## src/smss_pkg.sv

```systemverilog
// Shared constants and types for the sorted matrix staircase search block.
`default_nettype none

package smss_pkg;

    // Default sizing.
    localparam int DEF_MAX_ROWS   = 16;
    localparam int DEF_MAX_COLS   = 16;
    localparam int DEF_DATA_WIDTH = 32;

    // Fixed field widths.
    localparam int FIELD_W  = 32;
    localparam int IDX_W    = 4;
    localparam int CNT_W    = 5;
    localparam int APB_AW   = 3;
    localparam int APB_DW   = 32;

    localparam logic [CNT_W-1:0] CNT_RESET = 5'd16;

    // Operation codes.
    localparam logic OP_LOAD   = 1'b0;
    localparam logic OP_SEARCH = 1'b1;

    // Register index, taken from paddr[2].
    localparam logic REG_ROW_COUNT = 1'b0;
    localparam logic REG_COL_COUNT = 1'b1;

    // Command from the top level to the walker.
    typedef struct packed {
        logic             start;
        logic             ack;
        logic [CNT_W-1:0] rows;
        logic [CNT_W-1:0] cols;
    } t_walk_cmd;

    // Status from the walker.
    typedef struct packed {
        logic busy;
        logic done;
        logic found;
    } t_walk_sts;

endpackage

`default_nettype wire

```

## src/smss_walker.sv

```systemverilog
// Staircase walk sequencer: one store read and one compare per step.
`default_nettype none

module smss_walker
    import smss_pkg::*;
#(
    parameter int MAX_COLS   = DEF_MAX_COLS,
    parameter int DATA_WIDTH = DEF_DATA_WIDTH,
    parameter int ADDR_W     = 8
) (
    input  wire logic                         i_clk,
    input  wire logic                         i_rst_n,
    input  wire t_walk_cmd                    i_cmd,
    input  wire logic signed [DATA_WIDTH-1:0] i_target,
    input  wire logic signed [DATA_WIDTH-1:0] i_rd_data,
    output      logic                         o_rd_en,
    output      logic [ADDR_W-1:0]            o_rd_addr,
    output      t_walk_sts                    o_sts
);

    typedef enum logic [1:0] {
        S_IDLE,
        S_WALK,
        S_DONE
    } t_state;

    t_state                  r_state, n_state;
    logic [CNT_W-1:0]        r_row, n_row;
    logic [CNT_W-1:0]        r_col, n_col;     // column index plus one
    logic [CNT_W-1:0]        r_rows, n_rows;
    logic [ADDR_W-1:0]       r_addr, n_addr;
    logic signed [DATA_WIDTH-1:0] r_target, n_target;
    logic                    r_found, n_found;

    logic w_eq;
    logic w_lt;

    assign w_eq = (i_rd_data == r_target);
    assign w_lt = (r_target < i_rd_data);

    always_comb begin
        n_state   = r_state;
        n_row     = r_row;
        n_col     = r_col;
        n_rows    = r_rows;
        n_addr    = r_addr;
        n_target  = r_target;
        n_found   = r_found;
        o_rd_en   = 1'b0;
        o_rd_addr = r_addr;
        case (r_state)
            S_IDLE: begin
                if (i_cmd.start) begin
                    n_rows   = i_cmd.rows;
                    n_target = i_target;
                    n_found  = 1'b0;
                    if (i_cmd.rows == '0 || i_cmd.cols == '0) begin
                        n_state = S_DONE;
                    end else begin
                        // top-right corner of the used area
                        n_row     = '0;
                        n_col     = i_cmd.cols;
                        n_addr    = ADDR_W'(i_cmd.cols - 5'd1);
                        o_rd_en   = 1'b1;
                        o_rd_addr = n_addr;
                        n_state   = S_WALK;
                    end
                end
            end
            S_WALK: begin
                if (w_eq) begin
                    n_found = 1'b1;
                    n_state = S_DONE;
                end else if (w_lt) begin
                    // step left
                    if (r_col == 5'd1) begin
                        n_state = S_DONE;
                    end else begin
                        n_col     = r_col - 5'd1;
                        n_addr    = r_addr - ADDR_W'(1);
                        o_rd_en   = 1'b1;
                        o_rd_addr = n_addr;
                    end
                end else begin
                    // step down
                    if (r_row + 5'd1 == r_rows) begin
                        n_state = S_DONE;
                    end else begin
                        n_row     = r_row + 5'd1;
                        n_addr    = r_addr + ADDR_W'(MAX_COLS);
                        o_rd_en   = 1'b1;
                        o_rd_addr = n_addr;
                    end
                end
            end
            S_DONE: begin
                if (i_cmd.ack) begin
                    n_state = S_IDLE;
                end
            end
            default: begin
                n_state = S_IDLE;
            end
        endcase
    end

    always_ff @(posedge i_clk) begin
        if (!i_rst_n) begin
            r_state <= S_IDLE;
            r_found <= 1'b0;
        end else begin
            r_state <= n_state;
            r_found <= n_found;
        end
        r_row    <= n_row;
        r_col    <= n_col;
        r_rows   <= n_rows;
        r_addr   <= n_addr;
        r_target <= n_target;
    end

    assign o_sts.busy  = (r_state != S_IDLE);
    assign o_sts.done  = (r_state == S_DONE);
    assign o_sts.found = r_found;

endmodule

`default_nettype wire

```

## config.mk

```make
export PLATFORM = sky130hd
export DESIGN_NAME = smss_walker
export DESIGN_NICKNAME = d
export VERILOG_FILES = /design/src/smss_pkg.sv /design/src/smss_walker.sv
export SDC_FILE = /design/constraint.sdc
export NUM_CORES = 1
export LEC_CHECK = 0
export BUFFER_PORTS_ARGS = -buffer_cell sky130_fd_sc_hd__buf_2
export CAP_MARGIN = 20
export CELL_PAD_IN_SITES_DETAIL_PLACEMENT = 0
export CELL_PAD_IN_SITES_GLOBAL_PLACEMENT = 2
export CORE_MARGIN = 2
export CORE_UTILIZATION = 33
export DETAILED_ROUTE_END_ITERATION = 10
export PLACE_DENSITY_LB_ADDON = 0.1
export SLEW_MARGIN = 10
export SYNTH_ARGS = -nofsm -noshare
export SYNTH_HDL_FRONTEND = slang
export SYNTH_SLANG_ARGS = --single-unit
```

## constraint.sdc

```tcl
create_clock -name i_clk -period 4.2 [get_ports i_clk]
set_input_delay 0.84 -clock i_clk [delete_from_list [all_inputs] [get_ports i_clk]]
set_output_delay 0.84 -clock i_clk [all_outputs]
set_load 0.02 [all_outputs]
```

==> impl_metrics.toml, run 1 <==
[outcome]
run_status = "finished, final reports clean"

[yosys]
most_frequent_cell_after_synthesis = "sky130_fd_sc_hd__inv_1"
ys.warnings.count = 0
post_synth_most_frequent_cells = "sky130_fd_sc_hd__inv_1 (49), sky130_fd_sc_hd__edfxtp_1 (47), sky130_fd_sc_hd__ha_1 (39)"
postSynthRegisterBits = 58
synth_fa_ha_area_frac = 0.143
yosys-mux-area-fraction = 0.0191
post_synth_instance_area_um2 = 3410
synthArstFlopShare = 0
yosys_most_used_dff = "sky130_fd_sc_hd__edfxtp_1"
synth_cell_types = 51
post_synthesis_net_count = 441
post_synth_inst_count = 324
yosys.area.top_type = "sky130_fd_sc_hd__edfxtp_1"
main_combinational_cell_family_by_area_after_synthesis = "simple AND/OR/NAND/NOR gates"
leading_post_synthesis_cells_by_cell_area = "sky130_fd_sc_hd__edfxtp_1 (41%), sky130_fd_sc_hd__ha_1 (14%), sky130_fd_sc_hd__dfxtp_1 (6.5%)"
postSynthAreaPerCell_um2 = 10.5
synth_edf_count = 47
netlist.area_leader.share = 0.414
synth_compound_area_frac = 0.116
synth-simple-area-share = 0.144
sequential_element_share_of_the_synthesized_area = 0.479
synth_xor_xnor_area_share = 0.0386

[worst_setup_path]
cp_max_fo = 8
reg2reg_setup_slack_ns = 1.45
crit_path_end_kind = "primary output"
cp.required_ns = 3.36
critPathArrivalTime_ns = 3.21
worstSetupPathType = "in -> out"
cp_launch_type = "input pin"

[clock_network]
total_cts_buffers = 9
clock_sinks = 58
clockRootBuffer = "sky130_fd_sc_hd__clkbuf_8"
htree_num_levels = 3
tritoncts = "yes"
holdBufCountCts = 0
insertion_delay_ns = 0.35
clk_pin_slew_ns = 0.07
cts-root-to-sink-buffers = 2

[flow_run]
max_cap_viol_count = 0

[sta]
setup_viol_count_final = 0
finalWorstPathRequiredPeriod_ns = 4.05
fmax_mhz = 247
hold_viol = 0
finalCritPeriodShare = 0.965
fin_skew_ns = 0.00758
slew-limit-headroom = 0.392
max_slew.worst_pin.slew_ns = 0.912
final_max_slew_viol_count = 0

[global_route]
grt_remaining_overflow = 0
antenna_found_initial = 0
grt_first_pass_wirelength_mm = 12.6
global_route.usage.total = 0.146
grt_max_degree = 39
grt_pass1_vias = 2613

[floorplan]
initial_core_util = 0.335
die_area_um2 = 11200
io-pin-count = 90
core.rowCount = 37
core_ar_um2 = 10200
die_height_um = 106
die_width_um = 106

[routing]
route.detailed.vias_per_inst = 4.64
route.detailed.drc = 0
routed-via-count = 2683
wirelength_mm = 7.82
dr.first_iter.drc_count = 102
routed_wire_length_per_instance_um = 13.5
dr.pass1.iters = 4
ant_nets = 0

[power_and_ir_drop]
power.switching_fraction = 0.351
internal_power_summed_over_all_cells_mw = 1.60
net-switching-power_mw = 0.866
total_power_mw = 2.47
share_seq_of_total_power = 0.369
cellPowerDensity_nw_per_um2 = 550
pwr-share-clk = 0.257
power.combinational.fraction = 0.373
leakage_nw = 2.03
peakVddDrop_mv = 0.330

[layout]
insertedDiodeCount = 0
final_net_count = 554
post-route-util = 0.440
n_fill_cell = 1047
flow.area_growth_from_synthesis_pct = 31.6
post_route_cells_drive_above_1_share = 0.319
final_cell_area_um2 = 4480

[worst_hold_path]
worstHoldPathType = "reg -> reg"

[placed_design]
portBuffers = 89
finalWeightedCongestion = 0.802
hpwlAfterDp_mm = 6.00
dpl_cell_area_um2 = 4120
[logic make-up after synthesis]
group	Yosys count
multiplexers	6
XOR/XNOR	15
AO/OA/AOI/OAI	61
adder cells (fa/ha/maj)	39
AND/OR/NAND/NOR	92
flip-flops	58
buffers and inverters	53
[power by group through the flow]
stage	Sequential [mW]	Clock, mW	Combinational (mW)
after floorplan	0.887	0	0.622
after global placement	0.921	0	0.894
after detailed placement	0.924	0	0.891
after CTS	0.911	0.655	0.898
after global routing	0.932	0.675	1.03
final	0.910	0.635	0.920
[final cells by class]
type,count,area (µm²),area share
sequential,58,1630,0.364
clock inverter,7,118,0.0262
inverter,49,184,0.0410
clock buffer,9,124,0.0276
multi-input combinational,213,1660,0.371
timing repair buffer,106,594,0.133
tap,136,170,0.0380
[what timing repair did]
| action | in CTS | in global routing |
|---|---|---|
| setup endpoints to repair | 0 | 7 |
| endpoints found under the hold margin | 0 | 0 |
| gates resized for setup | 0 | 16 |
| buffers inserted | 0 | 4 |
[per-stage QoR]
stage	hold slack [ns]	setup TNS, ns	cells	setup WS [ns]
finish	0.538	0	578	0.147
global route	0.571	-0.0335	578	-0.0299
CTS	0.541	0	574	0.0118
detailed placement	0.521	0	558	0.0241
global placement	0.510	0	558	0.0251
floorplan	0.564	0	324	0.347
[worst paths after layout]
path                                     from            to  cells past startpoint
worst max-delay path            i_rd_data[21]  o_rd_addr[3]                     14
worst min-delay path                r_addr[0]     r_addr[0]                      2
worst max register to register   r_target[26]      r_row[2]                     10
worst min register to register      r_addr[0]     r_addr[0]                      2
[metal layers]
layer / share of wire / GRT usage / vias up / wire length [µm]
li1: - / - / 1392 / -
met1: 0.45 / 0.178 / 1221 / 3530
met2: 0.49 / 0.249 / 60 / 3820
met3: 0.045 / 0.0377 / 10 / 352
met4: 0.015 / 0.0536 / 0 / 117
met5: 0 / 0 / - / 0
[sequential cells by signal, summed over array words and instances (netlist names)]
| register | cells |
|---|---|
| r_row | 5 |
| r_rows | 5 |
| r_found | 1 |
| r_addr | 8 |
| r_state | 2 |
| r_col | 5 |
| r_target | 32 |
[worst max-delay path, stage by stage]
cell                      delay (ns)
sky130_fd_sc_hd__buf_2          0.07
sky130_fd_sc_hd__inv_1          0.03
sky130_fd_sc_hd__ha_1           0.28
sky130_fd_sc_hd__nand4_1        0.13
sky130_fd_sc_hd__buf_4          0.17
sky130_fd_sc_hd__nor4_4         0.27
sky130_fd_sc_hd__nor2_1         0.09
sky130_fd_sc_hd__nor2_2         0.15
sky130_fd_sc_hd__o22ai_4        0.10
sky130_fd_sc_hd__buf_12         0.17
sky130_fd_sc_hd__or3_4          0.39
sky130_fd_sc_hd__o31ai_2        0.22
sky130_fd_sc_hd__a31o_1         0.16
sky130_fd_sc_hd__buf_6          0.12
[cells in the final DEF, fill, tap and decap left out, types with 9 or more instances in the layout]
| cell type | count |
|---|---|
| sky130_fd_sc_hd__o21ai_0 | 14 |
| sky130_fd_sc_hd__ha_1 | 36 |
| sky130_fd_sc_hd__inv_1 | 49 |
| sky130_fd_sc_hd__buf_4 | 17 |
| sky130_fd_sc_hd__nand2_1 | 24 |
| sky130_fd_sc_hd__dfxtp_1 | 11 |
| sky130_fd_sc_hd__edfxtp_1 | 47 |
| sky130_fd_sc_hd__buf_2 | 87 |
| sky130_fd_sc_hd__nor2_1 | 13 |
| sky130_fd_sc_hd__nand3_1 | 18 |
| sky130_fd_sc_hd__a21oi_1 | 16 |
| sky130_fd_sc_hd__clkbuf_8 | 9 |
No activity file was read; power rests on OpenSTA's default activity.
==> inputs of run 2 (changes only) <==
- ABC_AREA: not set -> 1
- CORE_UTILIZATION: 33 -> 32
==> impl_metrics.toml, run 2 <==
[placed_design]
portBuffers = 89
dpl_cell_area_um2 = 4240
finalWeightedCongestion = 0.858
placement.setup.worst_slack_ns = 0.551
hpwlAfterDp_mm = 6.59

[sta]
slew-limit-headroom = 0.570
final_max_slew_viol_count = 0
max_slew.worst_pin.slew_ns = 0.643
fin_skew_ns = 0.00808
finalCritPeriodShare = 0.868
setup_slack_ns = 0.553
finalWorstPathRequiredPeriod_ns = 3.65
setup_tns_ns = 0
setup_viol_count_final = 0
fmax_mhz = 274
grt_setup_unrepaired = "no"
hold_viol = 0

[floorplan]
initial_core_util = 0.332
die_width_um = 111
core.rowCount = 38
core_ar_um2 = 10900
io-pin-count = 90
die_area_um2 = 12200
die_height_um = 111

[yosys]
netlist.area_leader.share = 0.389
synth_edf_count = 47
yosys_most_used_dff = "sky130_fd_sc_hd__edfxtp_1"
post_synth_most_frequent_cells = "sky130_fd_sc_hd__nand2_1 (92), sky130_fd_sc_hd__inv_1 (73), sky130_fd_sc_hd__edfxtp_1 (47)"
postSynthRegisterBits = 58
synthArstFlopShare = 0
post_synth_instance_area_um2 = 3630
yosys.area.top_type = "sky130_fd_sc_hd__edfxtp_1"
post_synthesis_net_count = 534
synth_cell_types = 34
postSynthAreaPerCell_um2 = 8.71
most_frequent_cell_after_synthesis = "sky130_fd_sc_hd__nand2_1"
ys.warnings.count = 0
sequential_element_share_of_the_synthesized_area = 0.449
leading_post_synthesis_cells_by_cell_area = "sky130_fd_sc_hd__edfxtp_1 (39%), sky130_fd_sc_hd__ha_1 (13%), sky130_fd_sc_hd__nand2_1 (9.5%)"
post_synth_inst_count = 417

[worst_setup_path]
cp_launch_type = "input pin"
cp_max_fo = 11
worstSetupPathType = "in -> out"
cp.required_ns = 3.36
critPathArrivalTime_ns = 2.81
crit_path_end_kind = "primary output"

[clock_network]
cts-root-to-sink-buffers = 2
htree_num_levels = 3
clockRootBuffer = "sky130_fd_sc_hd__clkbuf_16"
cts_repair_resize_count = 0
insertion_delay_ns = 0.33
holdBufCountCts = 0
clk_pin_slew_ns = 0.05
clock_sinks = 58
post-cts-setup-buffers = 0
tritoncts = "yes"
total_cts_buffers = 9

[routing]
dr.first_iter.drc_count = 110
wirelength_mm = 8.30
dr.pass1.iters = 4
route.detailed.drc = 0
routed-via-count = 2937
route.detailed.vias_per_inst = 4.47
routed_wire_length_per_instance_um = 12.6
ant_nets = 0

[global_route]
grt_first_pass_wirelength_mm = 13.8
antenna_found_initial = 0
global_route.usage.total = 0.142
grt_max_degree = 38
grt_pass1_vias = 2899
grt_remaining_overflow = 0

[outcome]
run_status = "finished, final reports clean"

[layout]
post_route_cells_drive_above_1_share = 0.244
reg_top3 = "r_target: 32 flops, r_addr: 8 flops"
final_net_count = 631
final_cell_area_um2 = 4560
registers.top_by_ff_count = "r_target"
most_common_cell_after_layout_fill_and_taps_aside = "sky130_fd_sc_hd__nand2_1"
layout.cells.most_common_list = "sky130_fd_sc_hd__nand2_1 (92), sky130_fd_sc_hd__buf_2 (89), sky130_fd_sc_hd__inv_1 (73)"
largest_reg_flops = 32
flow.area_growth_from_synthesis_pct = 25.7
insertedDiodeCount = 0

[flow_run]
max_cap_viol_count = 0

[power_and_ir_drop]
cellPowerDensity_nw_per_um2 = 498
peakVddDrop_mv = 0.207
leakage_nw = 2.27

[worst_hold_path]
worstHoldPathType = "reg -> reg"
==> run 2: cell count changes in the layout (fill, tap and decap cells not counted), moves of 16 or more <==
cell | previous run | this run
sky130_fd_sc_hd__inv_1 | 49 | 73
sky130_fd_sc_hd__buf_4 | 17 | 0
sky130_fd_sc_hd__nor2_1 | 13 | 29
sky130_fd_sc_hd__nand2_1 | 24 | 92
==> run 2: final timing paths <==
| path | endpoint | slack, ns | startpoint | depth (start not counted) |
|---|---|---|---|---|
| max | o_rd_addr[7] | 0.55 | i_rd_data[31] | 15 |
| min | r_addr[1] | 0.48 | r_addr[1] | 2 |
| max reg2reg | r_col[3] | 1.61 | r_target[31] | 10 |
| min reg2reg | r_addr[1] | 0.48 | r_addr[1] | 2 |
==> run 2: report_power, final <==
part	internal [mW]	switching, mW
combinational	0.266	0.433
sequential	0.750	0.0790
clock	0.505	0.242
==> run 2: logic make-up after synthesis <==
group                    synth area share
flip-flops                          0.449
adder cells (fa/ha/maj)             0.134
AND/OR/NAND/NOR                     0.220
XOR/XNOR                           0.0362
AO/OA/AOI/OAI                      0.0758
buffers and inverters              0.0841
==> run 2: metal layers <==
layer | share of wire | vias to the layer above | global-route usage
li1 | - | 1557 | -
met1 | 0.49 | 1302 | 0.191
met5 | 0 | - | 0
met2 | 0.45 | 69 | 0.222
met3 | 0.047 | 9 | 0.0357
met4 | 0.014 | 0 | 0.0500
==> run 2: final cells by class <==
| class | count | area (µm²) |
|---|---|---|
| multi-input combinational | 279 | 1700 |
| tap | 140 | 175 |
| inverter | 76 | 285 |
| fill | 1129 | 6370 |
| clock buffer | 9 | 225 |
| sequential | 58 | 1630 |
| clock inverter | 5 | 71.3 |
| timing repair buffer | 90 | 473 |
==> run 2: per-stage QoR <==
step / instances / utilization / power, mW / hold WS (ns)
6_report: 657 / 0.417 / 2.27 / 0.481
5_1_grt: 657 / 0.417 / 2.44 / 0.543
4_1_cts: 656 / 0.415 / 2.30 / 0.490
3_5_place_dp: 642 / 0.388 / 1.53 / 0.477
3_3_place_gp: 642 / 0.388 / 1.53 / 0.469
2_1_floorplan: 417 / - / 1.33 / 0.454
==> run 2: critical path, stage by stage <==
cell and delay, ns:
sky130_fd_sc_hd__buf_2 0.08, sky130_fd_sc_hd__inv_1 0.04, sky130_fd_sc_hd__ha_1 0.35, sky130_fd_sc_hd__nand2_1 0.11
sky130_fd_sc_hd__nor2_2 0.14, sky130_fd_sc_hd__nand2_2 0.08, sky130_fd_sc_hd__nor2_4 0.13, sky130_fd_sc_hd__nand2_1 0.28
sky130_fd_sc_hd__nor2_1 0.21, sky130_fd_sc_hd__inv_1 0.10, sky130_fd_sc_hd__a21oi_1 0.12, sky130_fd_sc_hd__a31oi_1 0.05
sky130_fd_sc_hd__nand2_1 0.08, sky130_fd_sc_hd__inv_1 0.05, sky130_fd_sc_hd__buf_2 0.15
